==> config.mk <==
export PLATFORM = sky130hd
export DESIGN_NAME = pixel_log_linear_tone_map
export DESIGN_NICKNAME = d
export VERILOG_FILES = /design/src/rtl/core/plltm_pkg.sv /design/src/rtl/core/pixel_log_linear_tone_map.sv /design/src/rtl/core/plltm_cfg.sv /design/src/rtl/core/plltm_ctrl.sv /design/src/rtl/core/plltm_norm.sv /design/src/rtl/core/plltm_scale.sv
export VERILOG_INCLUDE_DIRS = /design/src /design/src/rtl/core
export SDC_FILE = /design/constraint.sdc
export NUM_CORES = 2
export LEC_CHECK = 0
export BUFFER_PORTS_ARGS = -buffer_cell sky130_fd_sc_hd__buf_4
export CAP_MARGIN = 20
export CORE_MARGIN = 5
export CORE_UTILIZATION = 67
export CTS_CLUSTER_SIZE = 30
export DETAILED_ROUTE_END_ITERATION = 10
export GPL_ROUTABILITY_DRIVEN = 0
export PLACE_DENSITY = 0.84
export RECOVER_POWER = 50
export SLEW_MARGIN = 20
export SYNTH_ARGS = -nofsm -noshare
export SYNTH_HDL_FRONTEND = slang
export SYNTH_SLANG_ARGS = --single-unit
==> constraint.sdc <==
create_clock -name clk -period 9.94 [get_ports clk]
set_input_delay 0.994 -clock clk [delete_from_list [all_inputs] [get_ports clk]]
set_output_delay 0.994 -clock clk [all_outputs]
set_load 0.02 [all_outputs]
==> src/rtl/core/pixel_log_linear_tone_map_macros.svh <==
// Assertion helpers, used inside modules that have clk and rst_n.
`ifndef PIXEL_LOG_LINEAR_TONE_MAP_MACROS_SVH
`define PIXEL_LOG_LINEAR_TONE_MAP_MACROS_SVH

// Same-cycle implication.
`define PLLTM_ASSERT_IMP(label, ante, cons) \
  label: assert property (@(posedge clk) disable iff (!rst_n) (ante) |-> (cons)) \
    else $error("plltm same-cycle check failed");

// Next-cycle implication.
`define PLLTM_ASSERT_NXT(label, ante, cons) \
  label: assert property (@(posedge clk) disable iff (!rst_n) (ante) |=> (cons)) \
    else $error("plltm next-cycle check failed");

`endif

==> src/rtl/core/plltm_pkg.sv <==
package plltm_pkg;

  localparam int COUNT_BITS      = 32;
  localparam int IN_COUNT_BITS   = 32;
  localparam int LOG_TABLE_DEPTH = 64;
  localparam int IDX_BITS        = $clog2(LOG_TABLE_DEPTH);
  localparam int FRAC_BITS       = 16;
  localparam int LEVEL_BITS      = 8;
  localparam logic [LEVEL_BITS-1:0] LEVEL_MAX = 8'hff;

  localparam int PED_FRAC_BITS   = 8;
  localparam int PED_BITS        = 40;
  localparam int LIN_GAIN_BITS   = 32;
  localparam int OFS_BITS        = 23;
  localparam int LOG_GAIN_BITS   = 24;

  localparam int CFG_IDX_BITS    = 3;
  localparam int CFG_DATA_BITS   = PED_BITS;

  localparam logic [LIN_GAIN_BITS-1:0] LIN_GAIN_RESET = 32'd65536;
  localparam logic [LOG_GAIN_BITS-1:0] LOG_GAIN_RESET = 24'd2097152;

  // positive difference width
  localparam int D_RAW_BITS = (COUNT_BITS + PED_FRAC_BITS > PED_BITS - 1) ?
                              COUNT_BITS + PED_FRAC_BITS : PED_BITS - 1;
  localparam int D_BITS     = D_RAW_BITS + 1;
  localparam int DIFF_BITS  = D_BITS + 1;
  localparam int M_BITS     = $clog2(D_BITS);

  // linear path
  localparam int LIN_D_BITS    = 32;
  localparam int LIN_SHIFT     = 24;
  localparam int LIN_PROD_BITS = LIN_D_BITS + LIN_GAIN_BITS;

  // log path: log2(256) bias, Q6.16
  localparam int LOG_BIAS      = 8;
  localparam int L_BITS        = M_BITS + 1 + FRAC_BITS;
  localparam int T_BITS        = ((L_BITS > OFS_BITS) ? L_BITS : OFS_BITS) + 1;
  localparam int TMAG_BITS     = T_BITS - 1;
  localparam int LOG_SHIFT     = 32;
  localparam int LOG_PROD_BITS = TMAG_BITS + LOG_GAIN_BITS;

  // pipeline stages
  localparam int NUM_STAGES = 5;
  localparam int ST_SUB     = 0;
  localparam int ST_LOD     = 1;
  localparam int ST_SHIFT   = 2;
  localparam int ST_TERM    = 3;
  localparam int ST_OUT     = 4;

  typedef enum logic [CFG_IDX_BITS-1:0] {
    REG_LOG_MODE   = 3'd0,
    REG_PEDESTAL   = 3'd1,
    REG_LIN_GAIN   = 3'd2,
    REG_LOG_OFFSET = 3'd3,
    REG_LOG_GAIN   = 3'd4
  } cfg_reg_t;

  typedef struct packed {
    logic                             log_mode;
    logic signed [PED_BITS-1:0]       pedestal;
    logic [LIN_GAIN_BITS-1:0]         lin_gain;
    logic signed [OFS_BITS-1:0]       log_offset;
    logic [LOG_GAIN_BITS-1:0]         log_gain;
  } cfg_t;

  typedef struct packed {
    logic [NUM_STAGES-1:0] load;
  } pipe_ctrl_t;

  typedef struct packed {
    logic                  pos;
    logic                  log_mode;
    logic [M_BITS-1:0]     m;
    logic [IDX_BITS-1:0]   idx;
    logic [LEVEL_BITS-1:0] lin_level;
  } norm_t;

  // log2(1 + i/DEPTH) fraction table, squaring method in Q2.30
  localparam int X_FRAC = 30;

  typedef logic [FRAC_BITS-1:0] frac_tab_t [LOG_TABLE_DEPTH];

  function automatic frac_tab_t build_frac_tab();
    frac_tab_t             tab;
    logic [63:0]           x;
    logic [FRAC_BITS-1:0]  r;
    for (int i = 0; i < LOG_TABLE_DEPTH; i++) begin
      x = (64'd1 << X_FRAC) + ((64'(i) << X_FRAC) / LOG_TABLE_DEPTH);
      r = '0;
      for (int b = 0; b < FRAC_BITS; b++) begin
        x = (x * x) >> X_FRAC;
        if (x >= (64'd1 << (X_FRAC + 1))) begin
          r = {r[FRAC_BITS-2:0], 1'b1};
          x = x >> 1;
        end else begin
          r = {r[FRAC_BITS-2:0], 1'b0};
        end
      end
      tab[i] = r;
    end
    return tab;
  endfunction

  localparam frac_tab_t FRAC_TAB = build_frac_tab();

endpackage

==> src/rtl/core/pixel_log_linear_tone_map.sv <==
// Stages: subtract, leading-one detect with linear multiply, normalize shift,
// log term, log multiply. Throughput: one item per cycle while out_stall is
// low; each stage advances when the next is free, so bubbles close up and a
// stalled result holds while upstream keeps filling.
// Reset: clears all stage valid bits and loads register defaults; no clear pass.
module pixel_log_linear_tone_map (
  input  logic                                   clk,
  input  logic                                   rst_n,
  input  logic                                   in_valid,
  output logic                                   in_stall,
  input  logic [plltm_pkg::IN_COUNT_BITS-1:0]    in_pixel_count,
  output logic                                   out_valid,
  input  logic                                   out_stall,
  output logic [plltm_pkg::LEVEL_BITS-1:0]       out_level,
  input  logic                                   cfg_valid,
  output logic                                   cfg_ready,
  input  logic [plltm_pkg::CFG_IDX_BITS-1:0]     cfg_index,
  input  logic [plltm_pkg::CFG_DATA_BITS-1:0]    cfg_data
);

  plltm_pkg::cfg_t       cfg;
  plltm_pkg::pipe_ctrl_t ctrl;
  plltm_pkg::norm_t      norm;

  plltm_cfg u_cfg (
    .clk       (clk),
    .rst_n     (rst_n),
    .cfg_valid (cfg_valid),
    .cfg_ready (cfg_ready),
    .cfg_index (cfg_index),
    .cfg_data  (cfg_data),
    .cfg       (cfg)
  );

  plltm_ctrl u_ctrl (
    .clk       (clk),
    .rst_n     (rst_n),
    .in_valid  (in_valid),
    .in_stall  (in_stall),
    .out_valid (out_valid),
    .out_stall (out_stall),
    .ctrl      (ctrl)
  );

  plltm_norm u_norm (
    .clk         (clk),
    .pixel_count (in_pixel_count[plltm_pkg::COUNT_BITS-1:0]),
    .cfg         (cfg),
    .ctrl        (ctrl),
    .norm        (norm)
  );

  plltm_scale u_scale (
    .clk   (clk),
    .rst_n (rst_n),
    .norm  (norm),
    .cfg   (cfg),
    .ctrl  (ctrl),
    .level (out_level)
  );

endmodule

==> src/rtl/core/plltm_cfg.sv <==
`include "pixel_log_linear_tone_map_macros.svh"

module plltm_cfg (
  input  logic                                   clk,
  input  logic                                   rst_n,
  input  logic                                   cfg_valid,
  output logic                                   cfg_ready,
  input  logic [plltm_pkg::CFG_IDX_BITS-1:0]     cfg_index,
  input  logic [plltm_pkg::CFG_DATA_BITS-1:0]    cfg_data,
  output plltm_pkg::cfg_t                        cfg
);

  plltm_pkg::cfg_t cfg_r, cfg_nxt;
  logic            wr;

  assign cfg_ready = 1'b1;
  assign wr        = cfg_valid && cfg_ready;
  assign cfg       = cfg_r;

  always_comb begin
    cfg_nxt = cfg_r;
    if (wr) begin
      case (plltm_pkg::cfg_reg_t'(cfg_index))
        plltm_pkg::REG_LOG_MODE:   cfg_nxt.log_mode   = cfg_data[0];
        plltm_pkg::REG_PEDESTAL:   cfg_nxt.pedestal   =
          $signed(cfg_data[plltm_pkg::PED_BITS-1:0]);
        plltm_pkg::REG_LIN_GAIN:   cfg_nxt.lin_gain   =
          cfg_data[plltm_pkg::LIN_GAIN_BITS-1:0];
        plltm_pkg::REG_LOG_OFFSET: cfg_nxt.log_offset =
          $signed(cfg_data[plltm_pkg::OFS_BITS-1:0]);
        plltm_pkg::REG_LOG_GAIN:   cfg_nxt.log_gain   =
          cfg_data[plltm_pkg::LOG_GAIN_BITS-1:0];
        default: ;
      endcase
    end
  end

  always_ff @(posedge clk) begin
    if (!rst_n) begin
      cfg_r.log_mode   <= 1'b0;
      cfg_r.pedestal   <= '0;
      cfg_r.lin_gain   <= plltm_pkg::LIN_GAIN_RESET;
      cfg_r.log_offset <= '0;
      cfg_r.log_gain   <= plltm_pkg::LOG_GAIN_RESET;
    end else begin
      cfg_r <= cfg_nxt;
    end
  end

  `PLLTM_ASSERT_NXT(a_mode_write, wr && (cfg_index == plltm_pkg::REG_LOG_MODE), cfg_r.log_mode == $past(cfg_data[0]))

endmodule

==> src/rtl/core/plltm_ctrl.sv <==
`include "pixel_log_linear_tone_map_macros.svh"

module plltm_ctrl (
  input  logic                    clk,
  input  logic                    rst_n,
  input  logic                    in_valid,
  output logic                    in_stall,
  output logic                    out_valid,
  input  logic                    out_stall,
  output plltm_pkg::pipe_ctrl_t   ctrl
);

  localparam int N = plltm_pkg::NUM_STAGES;

  logic [N-1:0] valid_r, valid_nxt, rdy, vin;

  always_comb begin
    rdy[N-1] = !valid_r[N-1] || !out_stall;
    for (int k = N - 2; k >= 0; k--) begin
      rdy[k] = !valid_r[k] || rdy[k+1];
    end
    vin[0] = in_valid;
    for (int k = 1; k < N; k++) begin
      vin[k] = valid_r[k-1];
    end
    for (int k = 0; k < N; k++) begin
      valid_nxt[k] = rdy[k] ? vin[k] : valid_r[k];
    end
  end

  assign ctrl.load = rdy & vin;
  assign in_stall  = !rdy[0];
  assign out_valid = valid_r[N-1];

  always_ff @(posedge clk) begin
    if (!rst_n) begin
      valid_r <= '0;
    end else begin
      valid_r <= valid_nxt;
    end
  end

  `PLLTM_ASSERT_IMP(a_full_stalls_input, (&valid_r) && out_stall, in_stall)
  `PLLTM_ASSERT_NXT(a_first_stage_held, valid_r[0] && !rdy[1], valid_r[0])

endmodule

==> src/rtl/core/plltm_norm.sv <==
module plltm_norm (
  input  logic                                clk,
  input  logic [plltm_pkg::COUNT_BITS-1:0]    pixel_count,
  input  plltm_pkg::cfg_t                     cfg,
  input  plltm_pkg::pipe_ctrl_t               ctrl,
  output plltm_pkg::norm_t                    norm
);

  localparam int D_BITS    = plltm_pkg::D_BITS;
  localparam int DIFF_BITS = plltm_pkg::DIFF_BITS;
  localparam int M_BITS    = plltm_pkg::M_BITS;
  localparam int LB        = plltm_pkg::LEVEL_BITS;
  localparam int LDB       = plltm_pkg::LIN_D_BITS;
  localparam int LPB       = plltm_pkg::LIN_PROD_BITS;
  localparam int LSH       = plltm_pkg::LIN_SHIFT;
  localparam int IB        = plltm_pkg::IDX_BITS;

  // stage: subtract
  logic signed [DIFF_BITS-1:0] diff;
  logic                        pos;
  logic [D_BITS-1:0]           d0_nxt, d0_r;
  logic                        mode0_r;

  always_comb begin
    diff = $signed({{(DIFF_BITS - plltm_pkg::COUNT_BITS - plltm_pkg::PED_FRAC_BITS){1'b0}},
                    pixel_count, {plltm_pkg::PED_FRAC_BITS{1'b0}}})
         - DIFF_BITS'(cfg.pedestal);
    pos    = !diff[DIFF_BITS-1] && (diff != '0);
    d0_nxt = pos ? diff[D_BITS-1:0] : '0;
  end

  always_ff @(posedge clk) begin
    if (ctrl.load[plltm_pkg::ST_SUB]) begin
      d0_r    <= d0_nxt;
      mode0_r <= cfg.log_mode;
    end
  end

  // stage: leading one and linear product
  logic [M_BITS-1:0]   m1_nxt, m1_r;
  logic [LPB-1:0]      prod;
  logic [LB-1:0]       lin1_nxt, lin1_r;
  logic [D_BITS-1:0]   d1_r;
  logic                pos1_r, mode1_r;

  always_comb begin
    m1_nxt = '0;
    for (int i = 0; i < D_BITS; i++) begin
      if (d0_r[i]) m1_nxt = M_BITS'(i);
    end
    prod = LPB'(d0_r[LDB-1:0]) * LPB'(cfg.lin_gain);
    if (cfg.lin_gain == '0) begin
      lin1_nxt = '0;
    end else if ((|d0_r[D_BITS-1:LDB]) || (|prod[LPB-1:LSH+LB])) begin
      lin1_nxt = plltm_pkg::LEVEL_MAX;
    end else begin
      lin1_nxt = prod[LSH +: LB];
    end
  end

  always_ff @(posedge clk) begin
    if (ctrl.load[plltm_pkg::ST_LOD]) begin
      d1_r    <= d0_r;
      m1_r    <= m1_nxt;
      pos1_r  <= |d0_r;
      mode1_r <= mode0_r;
      lin1_r  <= lin1_nxt;
    end
  end

  // stage: normalize and pick table index
  logic [D_BITS-1:0]   nrm;
  logic [IB-1:0]       idx2_r;
  logic [M_BITS-1:0]   m2_r;
  logic                pos2_r, mode2_r;
  logic [LB-1:0]       lin2_r;

  assign nrm = d1_r << (M_BITS'(D_BITS - 1) - m1_r);

  always_ff @(posedge clk) begin
    if (ctrl.load[plltm_pkg::ST_SHIFT]) begin
      idx2_r  <= nrm[D_BITS-2 -: IB];
      m2_r    <= m1_r;
      pos2_r  <= pos1_r;
      mode2_r <= mode1_r;
      lin2_r  <= lin1_r;
    end
  end

  assign norm.pos       = pos2_r;
  assign norm.log_mode  = mode2_r;
  assign norm.m         = m2_r;
  assign norm.idx       = idx2_r;
  assign norm.lin_level = lin2_r;

endmodule

==> src/rtl/core/plltm_scale.sv <==
`include "pixel_log_linear_tone_map_macros.svh"

module plltm_scale (
  input  logic                                clk,
  input  logic                                rst_n,
  input  plltm_pkg::norm_t                    norm,
  input  plltm_pkg::cfg_t                     cfg,
  input  plltm_pkg::pipe_ctrl_t               ctrl,
  output logic [plltm_pkg::LEVEL_BITS-1:0]    level
);

  localparam int M_BITS = plltm_pkg::M_BITS;
  localparam int TB     = plltm_pkg::T_BITS;
  localparam int TMB    = plltm_pkg::TMAG_BITS;
  localparam int LB     = plltm_pkg::LEVEL_BITS;
  localparam int PB     = plltm_pkg::LOG_PROD_BITS;
  localparam int SH     = plltm_pkg::LOG_SHIFT;

  // stage: log term minus offset
  logic [plltm_pkg::FRAC_BITS-1:0]    frac;
  logic signed [M_BITS:0]             int_part;
  logic signed [plltm_pkg::L_BITS-1:0] lval;
  logic signed [TB-1:0]               t;
  logic                               tpos;
  logic [TMB-1:0]                     t3_r;
  logic                               tpos3_r, pos3_r, mode3_r;
  logic [LB-1:0]                      lin3_r;

  always_comb begin
    frac     = plltm_pkg::FRAC_TAB[norm.idx];
    int_part = $signed({1'b0, norm.m}) - $signed((M_BITS + 1)'(plltm_pkg::LOG_BIAS));
    lval     = $signed({int_part, frac});
    t        = TB'(lval) - TB'(cfg.log_offset);
    tpos     = !t[TB-1] && (t != '0);
  end

  always_ff @(posedge clk) begin
    if (ctrl.load[plltm_pkg::ST_TERM]) begin
      t3_r    <= t[TMB-1:0];
      tpos3_r <= norm.pos && tpos;
      pos3_r  <= norm.pos;
      mode3_r <= norm.log_mode;
      lin3_r  <= norm.lin_level;
    end
  end

  // stage: log gain, saturate, select
  logic [PB-1:0] prod;
  logic [LB-1:0] level_nxt, level_r;

  always_comb begin
    prod = PB'(t3_r) * PB'(cfg.log_gain);
    if (!mode3_r) begin
      level_nxt = lin3_r;
    end else if (!tpos3_r) begin
      level_nxt = '0;
    end else if (|prod[PB-1:SH+LB]) begin
      level_nxt = plltm_pkg::LEVEL_MAX;
    end else begin
      level_nxt = prod[SH +: LB];
    end
  end

  always_ff @(posedge clk) begin
    if (ctrl.load[plltm_pkg::ST_OUT]) begin
      level_r <= level_nxt;
    end
  end

  assign level = level_r;

  `PLLTM_ASSERT_NXT(a_nonpos_zero, ctrl.load[plltm_pkg::ST_OUT] && !pos3_r, level_r == '0)

endmodule

# --- Yosys cells after proc, flatten, opt, wreduce, memory -nomap -nowiden ---
# Memories as Yosys holds them, arrays and structs flattened.
# Index checks and enable logic that the tools add are counted.
totals:
  ff_bits: 287
  romBits: 1024
  input_bits: 80
  output_inout_bits: 11
  elab_cells: 119
  n_memories: 1
memory_table:
  columns: ["memory", "depth", "width", "read_ports", "rd_clocked_by_memory_dff", "write_ports", "line_no", "text"]
  rows:
  - ["(name not given)", 64, 16, 1, 0, 0, "plltm_scale.sv:30", "frac = plltm_pkg::FRAC_TAB[norm.idx];"]
classes:
  n_addsub: 4
  mul: 2
  magnitude_cmp: 1
  n_eq_ne: 4
  shift: 1
  mux: 45
  bitwise_logic: 2
  n_reduce_logical: 31
ops:
  columns: ["op", "n"]
  rows:
  - ["5-bit two-way mux", 16]
  - ["32-bit by 32-bit multiplier with 64-bit output", 1]
  - ["4-bit two-way mux", 16]
  - ["23-bit by 24-bit multiplier with 47-bit output", 1]
  - ["42-bit nonzero test", 1]
  - ["41-bit by 40-bit subtractor with 42-bit output", 1]
  - ["41-bit OR reduction", 1]
  - ["41-bit by 6-bit << shifter with 40-bit output", 1]
  - ["32-bit logical NOT", 1]
  - ["16-bit two-way mux", 2]
  - ["8-bit two-way mux", 4]
  - ["32-bit OR reduction", 1]
  - ["24-bit nonzero test", 1]
  - ["23-bit by 23-bit subtractor with 24-bit output", 1]
  - ["3-bit two-way mux", 4]
  - ["2-bit AND reduction", 5]
  - ["1-bit logical NOT", 9]
  - ["9-bit OR reduction", 1]
  - ["7-bit greater-or-equal comparator, second input constant", 1]
  - ["6-bit inverter with 7-bit output", 1]
  - ["7-bit OR reduction", 1]
  - ["6-bit by 4-bit subtractor with 7-bit output, second input constant", 1]
  - ["3-bit by 2-bit == test with 1-bit output, second input constant", 2]
  - ["1-bit logical OR", 6]
  - ["other kinds (8)", 11]

# --- Logic depth before layout (Yosys ltp) ---
logic_depth:
  word_depth: 39
  mapped_depth: 32

# --- Modules after synthesis ---
# From an unflattened synthesis, not the netlist that was laid out.
hier_totals:
  cells_unflattened: 7559
  hier_area_um2: 68334.3
modules_own_cells:
  columns: ["mod", "instances", "cells_per_inst", "area_each_um2", "seq_area_each_um2"]
  rows:
  - ["plltm_norm", 1, 4527, 41666.2, 3603.5]
  - ["plltm_scale", 1, 2564, 21873.5, 1231.2]
  - ["plltm_cfg", 1, 442, 4569.4, 2402.3]
  - ["plltm_ctrl", 1, 26, 225.2, 100.1]

# --- Worst setup path before layout ---
# OpenSTA, ideal clock, no wires.
synth_timing:
  path_type: "register to register"
  from: "reg u_norm.d0_r[23]"
  to: "reg u_norm.lin1_r[6] (data pin)"
  arrival_ns: 8.175
  required_time_ns: 9.666
  path_slack_ns: 1.491
  stages_incl_launch_ff: 28
  period_less_slack_ns: 8.449
  cell_sequence: "edfxtp_1 clkbuf_1 clkbuf_1 nand2_1 fa_1 inv_1 fa_1 inv_1 fa_1 inv_1 fa_1 fa_1 fa_1 fa_1 fa_1 ha_1 buf_2 a21o_1 a21o_1 a21oi_2 nand3_1 o21ai_1 o31ai_4 xnor2_1 or4b_1 or4b_4 nor4_4 a21oi_1"
synth_between:
  elab_chain_len: 4
synth_lines:
  columns: ["element", "line_no", "text"]
  rows:
  - ["from (decl)", "plltm_norm.sv:21", "logic [D_BITS-1:0] d0_nxt, d0_r;"]
  - ["from (signal assigned)", "plltm_norm.sv:34", "d0_r <= d0_nxt;"]
  - ["32-bit by 32-bit multiplier with 64-bit output (*)", "plltm_norm.sv:51", "prod = LPB'(d0_r[LDB-1:0]) * LPB'(cfg.lin_gain);"]
  - ["32-bit OR reduction", "plltm_norm.sv:54", "end else if ((|d0_r[D_BITS-1:LDB]) || (|prod[LPB-1:LSH+LB])) begin"]
  - ["1-bit logical OR", "plltm_norm.sv:54", null]
  - ["8-bit two-way mux (*)", "plltm_norm.sv:54", null]
  - ["to (signal assigned)", "plltm_norm.sv:67", "lin1_r <= lin1_nxt;"]
  - ["to (decl)", "plltm_norm.sv:42", "logic [LB-1:0] lin1_nxt, lin1_r;"]
# Every way passes the cells marked *; elsewhere a longest branch is shown, timed or not.
# A chain may end at the register's enable or synchronous reset.

# --- Final worst setup path ---
layout_timing:
  from: "reg u_norm.d0_r[20]"
  to: "reg u_norm.lin1_r[3] (data pin)"
# The elaborated chain is that of the path after synthesis.

==> metrics.yaml <==
via_count: 52500
synthAdderAreaFrac_pct: 50.2
yosysSeqAreaShare_pct: 11.0
routed_wl_um: 187000
final-seq-area_mm2: 0.00734
fill_cells: 7067
drtIter0Drc: 5171
rr_startpoint: "u_norm.d0_r[20]"
port-buffer-count: 89
rrSetupSlack_ns: 0.19
slowest_stage: "clkbuf_1"
worst-path-max-fanout: 13
wl_per_cell_um: 22.0
die-area_mm2: 0.106
synth_top_family_by_area: "adder cells"
holdWs_ns: 0.418
synth-simple-area-share_pct: 17.9
ys_ff_latch: 286
crit_chain: "clkbuf_1 > and2_1 > fa_1 > inv_1 > fa_1 > fa_1 > fa_1 > inv_1 > fa_1 > fa_1 > fa_1 > fa_1 > ha_1 > a21oi_1 > o211ai_1 > a21boi_2 > o221ai_1 > a211oi_2 > a2111oi_4 > or4_1 > a222oi_1 > or4b_4 > nor4_4 > a21oi_1"
syn_nets: 9276
htree_levels: 2
fin_nets: 9123
rsz0062_at_grt: "no"
synthCells: 7344
cp.arrival_ns: 9.99
cts_sinks: 286
drive_gt1_share_pct: 5.06
grt_pass1_vias: 56400
worstSetupStartpoint: "u_norm.d0_r[20]"
synth_area_per_cell_um2: 9.04
first_pass_iters: 6
synth_xor_area_share_pct: 1.27
multi_input_area_mm2: 0.0523
hold_violations: 0
rows: 115
powerDensity_mw_per_mm2: 78.2
ios: 91
synth_enable_flop_cells: 161
setup_tns_ns: 0
clk_pin_slew_worst_paths_ns: 0.07
status: "finished, violations left"
fmax_ghz: 0.103
syn_area_mm2: 0.0664
worstMarginPinSlew_ns: 3.83
ys_types: 94
yosysWarnings: 0
grt_antenna_before_repair: 3
cts_tree: "yes"
synth_compound_area_share_pct: 7.76
insertion_delay_ns: 0.56
layout_min_cycle_time_ns: 9.75
dp_hpwl_um: 149000
drtAntennaViolNets: 0
hold_path_class: "flop to flop"
leakage_nw: 30.5
post_cts_buffers: 0
cp_slowest_stage_delay_ns: 0.84
cts_buffers: 34
drc: 0
period_share_pct: 98.1
violations: "capacitance limit, slew limit"
clock_skew_ns: 0.0277
track_usage_pct: 35.5
drv_slew: 151
grt_pass1_wl_um: 298000
hp-start: "u_norm.lin2_r[5]"
start_util_pct: 67.5
max_slew_margin_pct: -155
cts-resized-gates: 0
cts_root_buf: "clkbuf_16"
ys.flop_type: "edfxtp_1"
die_w_um: 325
criticalPathCategory: "flop to flop"
vias_per_cell: 6.17
cts.path.max_buffers: 3
die_y_um: 325
setup_violations: 0
end_kind: "flop"
start_kind: "flop"
cp.required_ns: 10.18
synthArstFlopShare_pct: 0
holdBufCountCts: 0
cap_violations: 3
area_growth_syn_to_layout_pct: 4.41
crit_top_cell: "fa_1"
ir_worst_vdd_uv: 158
synth_mux_area_share_pct: 1.50
grt_max_degree: 96
coreArea_mm2: 0.0984
overflow: 0
[cells in the final DEF, fill, tap and decap left out, types with 10 or more instances in the layout]
cell type,synthesis,routed
xor2_1,51,50
o211ai_1,25,25
a211oi_1,42,42
mux2_2,28,28
ha_1,498,498
and3_1,27,27
clkbuf_1,405,29
inv_1,1398,1398
a31oi_1,15,15
or3_1,18,18
o21ai_0,116,116
a21o_1,50,50
a21boi_0,128,127
nand3_1,49,48
nor2_1,159,158
and2_1,790,789
mux2i_1,32,32
a21oi_1,222,221
o21a_1,19,19
xnor2_1,43,43
dfxtp_1,125,121
nand4_1,39,39
nor2b_1,29,27
nor4_1,28,28
clkbuf_16,0,37
buf_4,1,213
a311oi_1,10,10
nor3_1,45,45
o21bai_1,26,26
edfxtp_1,161,161
nand2b_1,18,18
o31ai_1,10,10
o21ai_1,14,14
nand2_1,1173,1173
or2_2,14,13
fa_1,1354,1354
mux4_2,16,16
[worst max-delay path, delay by kind of cell (launching register included)]
kind,cells,cell delay [ns]
compound gates,8,1.92
fa+ha+maj,9,4.17
buf+inv,3,0.98
flops,1,0.58
simple gates,4,1.75
[metal layers]
metal  vias up  global-route usage [%]  wire, um
met4         4                    23.2     16000
met2      3383                    58.9     88000
li1      22200                       -         -
met3      1062                    7.34     19800
met1     25900                    42.3     62900
met5         -                  0.0453       125
[cells in the mapped netlist, drive strengths merged (5+ instances only)]
master   count  area [um^2]
xor2        51          447
o31ai       12          109
mux4        16          360
a2111oi      8          101
mux2        28          315
a31oi       15         93.8
a21o        51          384
nand4       40          256
or2         14         87.6
a211o        7         61.3
nor4        29          196
or3         18          113
nor3        45          225
o221ai       7         61.3
and3        27          169
a21oi      224         1130
o2111ai      9         78.8
nor2       159          597
a221o        5         50.1
nand3b       6         45.0
a41oi        5         43.8
nand2     1173         4400
buf         22          104
o21ai      132          668
and2       791         4950
nand3       49          245
clkbuf     405         1520
nor2b       29          181
ha         498         6230
o21bai      26          195
o21a        19          143
xnor2       43          377
nand2b      18          113
inv       1398         5250
nor4b        9         78.8
o211ai      25          188
a21boi     129          972
fa        1354        27100
and4         5         43.8
mux2i       32          320
dfxtp      125         2500
a311oi      10         87.6
edfxtp     161         4830
a31o         7         61.3
a211oi      45          353
[where the power goes]
part / internal, mW / switching [mW] / total [mW] / leakage, nW
combinational: 1.02 / 1.63 / 2.65 / 27.4
clock: 0.758 / 0.550 / 1.31 / 0.555
sequential: 1.31 / 0.157 / 1.47 / 2.50
total: 3.09 / 2.34 / 5.43 / 30.5
[cells by family (layout without fill, tap and decap cells)]
kind of cell | Yosys count | after routing
XOR/XNOR | 95 | 95
multiplexers | 76 | 76
other | 1 | 5
adder cells (fa/ha/maj) | 1852 | 1852
AND/OR/NAND/NOR | 2431 | 2431
flip-flops | 286 | 286
buffers and inverters | 1826 | 1699
AO/OA/AOI/OAI | 777 | 777
[metrics by stage]
step                      worst slack (ns)  cells  utilization (%)  area [um^2]  power, mW
final                                0.189   8508             70.5        69400       5.43
after global routing                0.0375   8504             70.5        69300       5.74
after CTS                            0.493   8503             70.5        69400       5.37
after detailed placement             0.531   8441             69.4        68300       4.06
after global placement               0.688   8441             69.4        68300       3.97
after floorplan                       1.49   7344                -        66400       3.23
[area by class of cell]
type	count	share of cell area, %
inverters	1399	7.57
well taps	1287	2.32
clock inverters	16	0.249
multi-input cells	5232	75.3
flip-flops and latches	286	10.6
repair buffers	238	2.50
clock buffers	46	1.41
diodes	4	0.0144
[worst paths after layout]
path / endpoint / depth (start not counted)
worst min-delay path: u_scale.lin3_r[5] / 0
worst min register to register: u_scale.lin3_r[5] / 0
worst max-delay path: u_norm.lin1_r[3] / 24
worst max register to register: u_norm.lin1_r[3] / 24
[registers in the layout (all words and copies together) (netlist names), 5 cells and up]
register	count
u_norm.m2_r	6
u_norm.lin2_r	8
u_norm.d1_r	40
u_scale.t3_r	23
u_scale.level	8
u_cfg.cfg	120
u_norm.m1_r	6
u_norm.idx2_r	6
u_norm.lin1_r	8
u_scale.lin3_r	8
u_norm.d0_r	41
u_ctrl.valid_r	5
Note: power is estimated with default switching activity, not from simulation.
